--- src/hdl/itoa_pkg.sv ---
// Shared types and constants of the integer to ASCII formatter.
package itoa_pkg;

  // One request: a value and its conversion options.
  typedef struct packed {
    logic [63:0] value;
    logic        radix_hex;
    logic        signed_mode;
    logic        upper_case;
    logic [5:0]  field_width;
    logic        zero_fill;
    logic        left_justify;
    logic        alternate_prefix;
  } itoa_req_t;

  // One result: a single character of the field.
  typedef struct packed {
    logic [6:0] character;
    logic       last;
  } itoa_res_t;

  // Character source chosen by the controller for an emitted character.
  typedef enum logic [2:0] {
    SEL_SPACE = 3'd0,
    SEL_ZERO  = 3'd1,
    SEL_MINUS = 3'd2,
    SEL_X     = 3'd3,
    SEL_DIGIT = 3'd4
  } itoa_sel_t;

  // Commands from the controller to the datapath.
  typedef struct packed {
    logic      load;
    logic      conv_step;
    logic      shift_digit;
    logic      cnt_load_pad;
    logic      cnt_dec;
    logic      emit;
    logic      last;
    itoa_sel_t sel;
  } itoa_cmd_t;

  // Status from the datapath to the controller.
  typedef struct packed {
    logic hex;
    logic neg;
    logic alt;
    logic zpad;
    logic rpad;
    logic cnt_zero;
    logic cnt_one;
    logic digit_one;
    logic top_found;
    logic pad_calc_nz;
  } itoa_sts_t;

  // ASCII codes.
  localparam logic [6:0] ASC_SPACE   = 7'h20;
  localparam logic [6:0] ASC_MINUS   = 7'h2D;
  localparam logic [6:0] ASC_ZERO    = 7'h30;
  localparam logic [6:0] ASC_UPPER_A = 7'h41;
  localparam logic [6:0] ASC_LOWER_A = 7'h61;
  localparam logic [6:0] ASC_UPPER_X = 7'h58;
  localparam logic [6:0] ASC_LOWER_X = 7'h78;

  // Digit counts loaded into the digit count register, and the conversion bit count less one.
  localparam logic [4:0] DEC_DIGITS = 5'd20;
  localparam logic [4:0] HEX_DIGITS = 5'd16;
  localparam logic [5:0] CONV_BITS_M1 = 6'd63;

endpackage

--- src/hdl/itoa_datapath.sv ---
// Datapath: option registers, binary to BCD converter, digit register and counters.
module itoa_datapath
  import itoa_pkg::*;
(
  input  logic      clk,
  input  logic      rst,
  input  itoa_req_t request,
  input  itoa_cmd_t cmd,
  output itoa_sts_t sts,
  output itoa_res_t result,
  output logic      strobe
);

  itoa_req_t   opts;
  logic        neg;
  logic [63:0] mag;
  logic [79:0] dig;
  logic [79:0] dig_adj;
  logic [4:0]  ndig;
  logic [5:0]  cnt;
  logic        load_neg;
  logic [5:0]  body;
  logic [5:0]  pad_calc;
  logic [1:0]  npre;
  logic [3:0]  top;
  logic [6:0]  ch;

  // A negative signed decimal value is printed by its magnitude.
  assign load_neg = request.signed_mode & ~request.radix_hex & request.value[63];

  // Add three to each BCD digit of five or more before the shift.
  always_comb begin
    for (int i = 0; i < 20; i++) begin
      dig_adj[i*4 +: 4] = (dig[i*4 +: 4] >= 4'd5) ? dig[i*4 +: 4] + 4'd3 : dig[i*4 +: 4];
    end
  end

  // Field length arithmetic for the padding count.
  always_comb begin
    npre = opts.alternate_prefix ? (opts.radix_hex ? 2'd2 : 2'd1) : 2'd0;
    body = {5'd0, neg} + {4'd0, npre} + {1'b0, ndig};
    pad_calc = (opts.field_width > body) ? opts.field_width - body : 6'd0;
  end

  // Working registers.
  always_ff @(posedge clk) begin
    if (cmd.load) begin
      opts <= request;
      neg  <= load_neg;
      mag  <= load_neg ? 64'd0 - request.value : request.value;
      dig  <= request.radix_hex ? {request.value, 16'd0} : 80'd0;
      ndig <= request.radix_hex ? HEX_DIGITS : DEC_DIGITS;
    end else if (cmd.conv_step) begin
      dig <= {dig_adj[78:0], mag[63]};
      mag <= {mag[62:0], 1'b0};
    end else if (cmd.shift_digit) begin
      dig  <= {dig[75:0], 4'd0};
      ndig <= ndig - 5'd1;
    end
    if (cmd.load) begin
      cnt <= CONV_BITS_M1;
    end else if (cmd.cnt_load_pad) begin
      cnt <= pad_calc;
    end else if (cmd.cnt_dec) begin
      cnt <= cnt - 6'd1;
    end
  end

  // Status for the controller.
  assign top = dig[79:76];
  always_comb begin
    sts.hex         = opts.radix_hex;
    sts.neg         = neg;
    sts.alt         = opts.alternate_prefix;
    sts.zpad        = opts.zero_fill;
    sts.rpad        = opts.left_justify;
    sts.cnt_zero    = (cnt == 6'd0);
    sts.cnt_one     = (cnt == 6'd1);
    sts.digit_one   = (ndig == 5'd1);
    sts.top_found   = (ndig == 5'd1) || (top != 4'd0);
    sts.pad_calc_nz = (pad_calc != 6'd0);
  end

  // Character selection.
  always_comb begin
    case (cmd.sel)
      SEL_SPACE: ch = ASC_SPACE;
      SEL_ZERO:  ch = ASC_ZERO;
      SEL_MINUS: ch = ASC_MINUS;
      SEL_X:     ch = opts.upper_case ? ASC_UPPER_X : ASC_LOWER_X;
      SEL_DIGIT: begin
        if (top < 4'd10) begin
          ch = ASC_ZERO + {3'd0, top};
        end else begin
          ch = (opts.upper_case ? ASC_UPPER_A : ASC_LOWER_A) + {3'd0, top} - 7'd10;
        end
      end
      default:   ch = ASC_SPACE;
    endcase
  end

  // Registered result and its strobe.
  always_ff @(posedge clk) begin
    if (rst) begin
      strobe <= 1'b0;
    end else begin
      strobe <= cmd.emit;
    end
    if (cmd.emit) begin
      result.character <= ch;
      result.last      <= cmd.last;
    end
  end

endmodule

--- src/hdl/itoa_ctrl.sv ---
// Controller: sequences conversion, leading zero scan and character output.
module itoa_ctrl
  import itoa_pkg::*;
(
  input  logic      clk,
  input  logic      rst,
  input  logic      start,
  input  itoa_sts_t sts,
  output itoa_cmd_t cmd,
  output logic      busy
);

  typedef enum logic [9:0] {
    ST_IDLE = 10'b0000000001,
    ST_CONV = 10'b0000000010,
    ST_SCAN = 10'b0000000100,
    ST_LPAD = 10'b0000001000,
    ST_SIGN = 10'b0000010000,
    ST_PRE0 = 10'b0000100000,
    ST_PREX = 10'b0001000000,
    ST_ZPAD = 10'b0010000000,
    ST_DIGS = 10'b0100000000,
    ST_RPAD = 10'b1000000000
  } state_t;

  state_t state, state_next;
  state_t aft_scan, aft_sign, aft_pre0, aft_prex, aft_digs;
  logic   en_rpad;

  // Order of the field segments, skipping those that are empty.
  always_comb begin
    en_rpad  = sts.rpad & ~sts.cnt_zero;
    aft_digs = en_rpad ? ST_RPAD : ST_IDLE;
    aft_prex = (~sts.rpad & sts.zpad & sts.pad_calc_nz) ? ST_ZPAD : ST_DIGS;
    aft_pre0 = (sts.alt & sts.hex) ? ST_PREX : aft_prex;
    aft_sign = sts.alt ? ST_PRE0 : aft_pre0;
    aft_scan = (~sts.rpad & ~sts.zpad & sts.pad_calc_nz) ? ST_LPAD
             : (sts.neg ? ST_SIGN : aft_sign);
  end

  // Next state and commands.
  always_comb begin
    state_next = state;
    cmd = '0;
    cmd.sel = SEL_SPACE;
    case (state)
      ST_IDLE: begin
        if (start) begin
          cmd.load   = 1'b1;
          state_next = ST_CONV;
        end
      end
      ST_CONV: begin
        if (sts.hex) begin
          state_next = ST_SCAN;
        end else begin
          cmd.conv_step = 1'b1;
          cmd.cnt_dec   = 1'b1;
          if (sts.cnt_zero) begin
            state_next = ST_SCAN;
          end
        end
      end
      ST_SCAN: begin
        if (sts.top_found) begin
          cmd.cnt_load_pad = 1'b1;
          state_next       = aft_scan;
        end else begin
          cmd.shift_digit = 1'b1;
        end
      end
      ST_LPAD: begin
        cmd.emit    = 1'b1;
        cmd.sel     = SEL_SPACE;
        cmd.cnt_dec = 1'b1;
        if (sts.cnt_one) begin
          state_next = sts.neg ? ST_SIGN : aft_sign;
        end
      end
      ST_SIGN: begin
        cmd.emit   = 1'b1;
        cmd.sel    = SEL_MINUS;
        state_next = aft_sign;
      end
      ST_PRE0: begin
        cmd.emit   = 1'b1;
        cmd.sel    = SEL_ZERO;
        state_next = aft_pre0;
      end
      ST_PREX: begin
        cmd.emit   = 1'b1;
        cmd.sel    = SEL_X;
        state_next = aft_prex;
      end
      ST_ZPAD: begin
        cmd.emit    = 1'b1;
        cmd.sel     = SEL_ZERO;
        cmd.cnt_dec = 1'b1;
        if (sts.cnt_one) begin
          state_next = ST_DIGS;
        end
      end
      ST_DIGS: begin
        cmd.emit        = 1'b1;
        cmd.sel         = SEL_DIGIT;
        cmd.shift_digit = 1'b1;
        if (sts.digit_one) begin
          cmd.last   = ~en_rpad;
          state_next = aft_digs;
        end
      end
      ST_RPAD: begin
        cmd.emit    = 1'b1;
        cmd.sel     = SEL_SPACE;
        cmd.cnt_dec = 1'b1;
        if (sts.cnt_one) begin
          cmd.last   = 1'b1;
          state_next = ST_IDLE;
        end
      end
      default: begin
        state_next = ST_IDLE;
      end
    endcase
  end

  // State register.
  always_ff @(posedge clk) begin
    if (rst) begin
      state <= ST_IDLE;
    end else begin
      state <= state_next;
    end
  end

  assign busy = (state != ST_IDLE);

endmodule

--- src/hdl/integer_to_ascii_formatter.sv ---
// Top level of the printf-style integer to ASCII formatter.
// Sequence: after a request is accepted, a decimal value goes through BCD conversion and
// then a leading zero scan before the first character is strobed; hex skips the conversion.
// Throughput: one character per cycle; the next request is accepted only once the previous
// field is complete, so the gap between requests is set by the digit scan and field length.
// Results cannot be stalled; synchronous reset returns the controller to idle, clears strobe.
module integer_to_ascii_formatter
  import itoa_pkg::*;
(
  input  logic      clk,
  input  logic      rst,
  input  logic      start,
  output logic      busy,
  input  itoa_req_t request,
  output itoa_res_t result,
  output logic      strobe
);

  itoa_cmd_t cmd;
  itoa_sts_t sts;

  // Sequencing.
  itoa_ctrl u_ctrl (
    .clk   (clk),
    .rst   (rst),
    .start (start),
    .sts   (sts),
    .cmd   (cmd),
    .busy  (busy)
  );

  // Conversion and character generation.
  itoa_datapath u_datapath (
    .clk     (clk),
    .rst     (rst),
    .request (request),
    .cmd     (cmd),
    .sts     (sts),
    .result  (result),
    .strobe  (strobe)
  );

endmodule
--- config.mk ---
export PLATFORM = sky130hd
export DESIGN_NAME = integer_to_ascii_formatter
export DESIGN_NICKNAME = d
export VERILOG_FILES = /design/src/hdl/itoa_pkg.sv /design/src/hdl/itoa_datapath.sv /design/src/hdl/itoa_ctrl.sv /design/src/hdl/integer_to_ascii_formatter.sv
export SDC_FILE = /design/constraint.sdc
export NUM_CORES = 1
export LEC_CHECK = 0
export BUFFER_PORTS_ARGS = -buffer_cell sky130_fd_sc_hd__buf_2
export CAP_MARGIN = 0
export CORE_MARGIN = 5
export CORE_UTILIZATION = 55
export CTS_CLUSTER_DIAMETER = 80
export CTS_CLUSTER_SIZE = 14
export DETAILED_ROUTE_END_ITERATION = 8
export PLACE_DENSITY = 0.86
export REMOVE_ABC_BUFFERS = 1
export SYNTH_ARGS = -nofsm -noshare
export SYNTH_HDL_FRONTEND = slang
export SYNTH_SLANG_ARGS = --single-unit
export TNS_END_PERCENT = 1
--- constraint.sdc ---
create_clock -name clk -period 4.7 [get_ports clk]
set_clock_uncertainty 0.1 [all_clocks]
set_input_delay 0.47 -clock clk [delete_from_list [all_inputs] [get_ports clk]]
set_output_delay 0.47 -clock clk [all_outputs]
set_load 0.01 [all_outputs]
==> out/metrics.cfg <==
[outcome]
status=complete, no violations

[timing]
setup-violations-final=0
hold_viol=0
setup_ws_ns=0.220
slew_violations=0
tightest_slew_ns=1.09
rsz0062_at_grt=false
maxSlewHeadroom_pct=27.0
min_period_ns=4.48
max_freq_ghz=0.223
tns_ns=0
fin_crit_sh_pct=95.3

[grt]
grt_pass1_wl_um=47000
antenna_found_initial=6
grt_overflow_total=0
grt_pass1_vias=9780
grt_util_all_layers_pct=23.5
grt_max_degree=81

[finish]
fin_cells=1644
final_layout_size_suffix_gt1_share_pct=11.1
synthToLayoutAreaGrowth_pct=10.4
nets=1491

[setup_path]
critical_path_class=reg2reg
rr_startpoint=u_datapath.sts[7]$_DFFE_PP_
cp_max_fo=5
critPathLaunchType=register
crit_arrival_ns=4.70
crit_required_ns=4.92
r2r_end=u_ctrl.state[7]$_SDFFE_PP0P_
worstRegToRegCells=16
r2r_slack_ns=0.22
cp-end-kind=register

[cts]
htree_num_levels=4
clkTransAtPathRegs_ns=0.07
numCtsBuffers=17
root_buffer=clkbuf_16
ctsResizeCount=0
cts_tree=yes
insertion_delay_ns=0.44
clk_path_buf_depth=2
post-cts-setup-buffer-count=0
cts_sinks=186
postCtsHoldBufs=0

[logic_synthesis]
seq_area_frac_synth_pct=45.5
syn_inst=1292
yosys_warnings=0
postSynthAreaPerCell_sq_um=9.22
synth_top_cell_by_area=edfxtp_1
synth_top_cell_area_share_pct=42.6
synth_ff_type=edfxtp_1
synthTopCellsByArea=edfxtp_1, o21ai_0, ha_1
synth_cell_types=60
async_reset_ff_share_pct=0
synth_edf_count=169
synth_area_sq_mm=0.0119
ys_seq_elements=186

[drt]
num_vias=10200
drt-total-wl_um=29100
drcViolationCount=0
drt_iter0_drc=995
firstDrtPassIters=7
postRouteAntennaNets=0
post_drt_wl_per_cell_um=17.7
via_per_inst=6.20

[job]
timing.max_cap.violations=0

[floorplanning]
die_y_um=157
initial_core_util_pct=56.3
die_area_sq_mm=0.0247
core_area_sq_mm=0.0212
die-width_um=157
num_io_pins=89
row_count=53

[hold_path]
whs_endpoint=u_datapath.opts[9]$_DFFE_PP_
hold_class=in2reg
hp-start=request[9]
worstHoldPathCells=1

[placement]
place_hpwl_um=20200
io_buffers=88
dp_cells=1609
dp_slack_ns=0.381
place_congestion=0.963

[power_and_ir_drop]
leakagePower_nw=4.91
vdd_drop_max_v=0.000339
p_per_area_mw_per_mm2=604

-- synth_stat cells, drive strengths merged, types with 14 or more instances --
cell type    n
o21ai      184
edfxtp     169
nand2      149
a21oi      123
nor2        96
inv         60
xnor2       59
a22oi       58
ha          57
clkbuf      46
xor2        38
nor3b       33
nand2b      28
nor3        23
dfxtp       17
nand3       15
nor2b       14
-- logic make-up after synthesis --
| group | count (synthesis) | synth area share (%) |
|---|---|---|
| AO/OA/AOI/OAI | 414 | 19.7 |
| XOR/XNOR | 97 | 7.13 |
| adder cells (fa/ha/maj) | 59 | 6.32 |
| buffers and inverters | 119 | 3.79 |
| flip-flops | 186 | 45.5 |
| AND/OR/NAND/NOR | 417 | 17.6 |
-- cell type report --
class                   count  area, sq um
flip-flops and latches    186         5420
diodes                      3         7.51
inverters                  62          233
clock inverters            14          115
well taps                 275          344
multi-input cells         987         6070
repair buffers             99          536
fillers                  1676         8010
clock buffers              18          429
-- critical path, stage by stage (launching register included) --
cell and delay (ns):
edfxtp_1 0.46, nor2b_1 0.17, ha_1 0.18, ha_1 0.31
ha_1 0.29, a21o_1 0.16, a21o_1 0.20, xnor2_1 0.13
ha_1 0.34, o21ai_0 0.14, a21oi_1 0.07, o311ai_0 0.63
o31ai_1 0.21, a211oi_1 0.43, nor4_1 0.10, a211oi_1 0.30
o32ai_1 0.14
-- worst max-delay path by stage --
stage / slack [ns] / start / endpoint / cells past startpoint
finish: 0.22 / u_datapath.sts[7]$_DFFE_PP_ / u_ctrl.state[7]$_SDFFE_PP0P_ / 16
global route: 0.04 / u_datapath.sts[7]$_DFFE_PP_ / u_ctrl.state[7]$_SDFFE_PP0P_ / 16
CTS: 0.34 / u_datapath.sts[7]$_DFFE_PP_ / u_ctrl.state[7]$_SDFFE_PP0P_ / 16
detailed placement: 0.38 / u_datapath.sts[7]$_DFFE_PP_ / u_ctrl.state[8]$_SDFFE_PP0P_ / 16
global placement: 0.58 / u_datapath.sts[7]$_DFFE_PP_ / u_ctrl.state[8]$_SDFFE_PP0P_ / 16
floorplan: -0.38 / u_ctrl.state[7]$_SDFFE_PP0P_ / u_datapath.dig[0]$_SDFFCE_PP0P_ / 4
-- registers in the layout (all words and copies together) (netlist names) --
name and cells:
u_ctrl.state 10, u_datapath.cnt 6, u_datapath.opts 7, u_datapath.mag 64
u_datapath.result 8, u_datapath.neg 1, u_datapath.strobe 1, u_datapath.sts 4
u_datapath.dig 80, u_datapath.ndig 5
-- cells in the final DEF (no fill, tap or decap), types with 4 or more instances in the layout --
cell / n
a22oi_1: 58
clkbuf_16: 17
nand2_2: 4
inv_1: 60
or4_1: 8
nand2_1: 145
ha_1: 57
nand4_1: 8
buf_2: 88
a21oi_1: 123
xor2_1: 38
nor4_1: 9
clkinvlp_4: 4
and3_1: 5
or2_2: 4
dfxtp_1: 17
nor3_1: 20
nand3_1: 14
edfxtp_1: 169
nor2b_1: 14
o31ai_1: 10
o211ai_1: 4
a31oi_1: 9
buf_4: 10
nor3b_1: 32
o41ai_1: 7
xnor2_1: 59
nand2b_1: 28
a211oi_1: 4
nor2_1: 96
o21ai_0: 181
-- power breakdown --
part	switching, mW	internal (mW)
Clock	0.672	0.689
Combinational	2.03	1.26
Sequential	0.507	2.79
Total	3.20	4.73
-- layer usage --
| layer | up-vias | share of wire (%) | global-route usage, % |
|---|---|---|---|
| met4 | 6 | 2.3 | 8.32 |
| met2 | 446 | 49 | 40.1 |
| met1 | 4860 | 41 | 29.4 |
| met5 | - | 0.16 | 0 |
| met3 | 70 | 7.8 | 5.36 |
| li1 | 4816 | - | - |
-- through the flow --
| stage | util (%) | cell area (sq um) | power, mW | hold slack (ns) |
|---|---|---|---|---|
| 3_3_place_gp | 59.5 | 12600 | 6.36 | 0.394 |
| 2_1_floorplan | - | 11700 | 5.64 | 0.384 |
| 3_5_place_dp | 59.5 | 12600 | 6.54 | 0.408 |
| 4_1_cts | 62.1 | 13100 | 7.91 | 0.0934 |
| 5_1_grt | 62.2 | 13100 | 8.53 | 0.0905 |
| 6_report | 62.2 | 13100 | 7.94 | 0.103 |
Note: power is estimated with default switching activity, not from simulation.
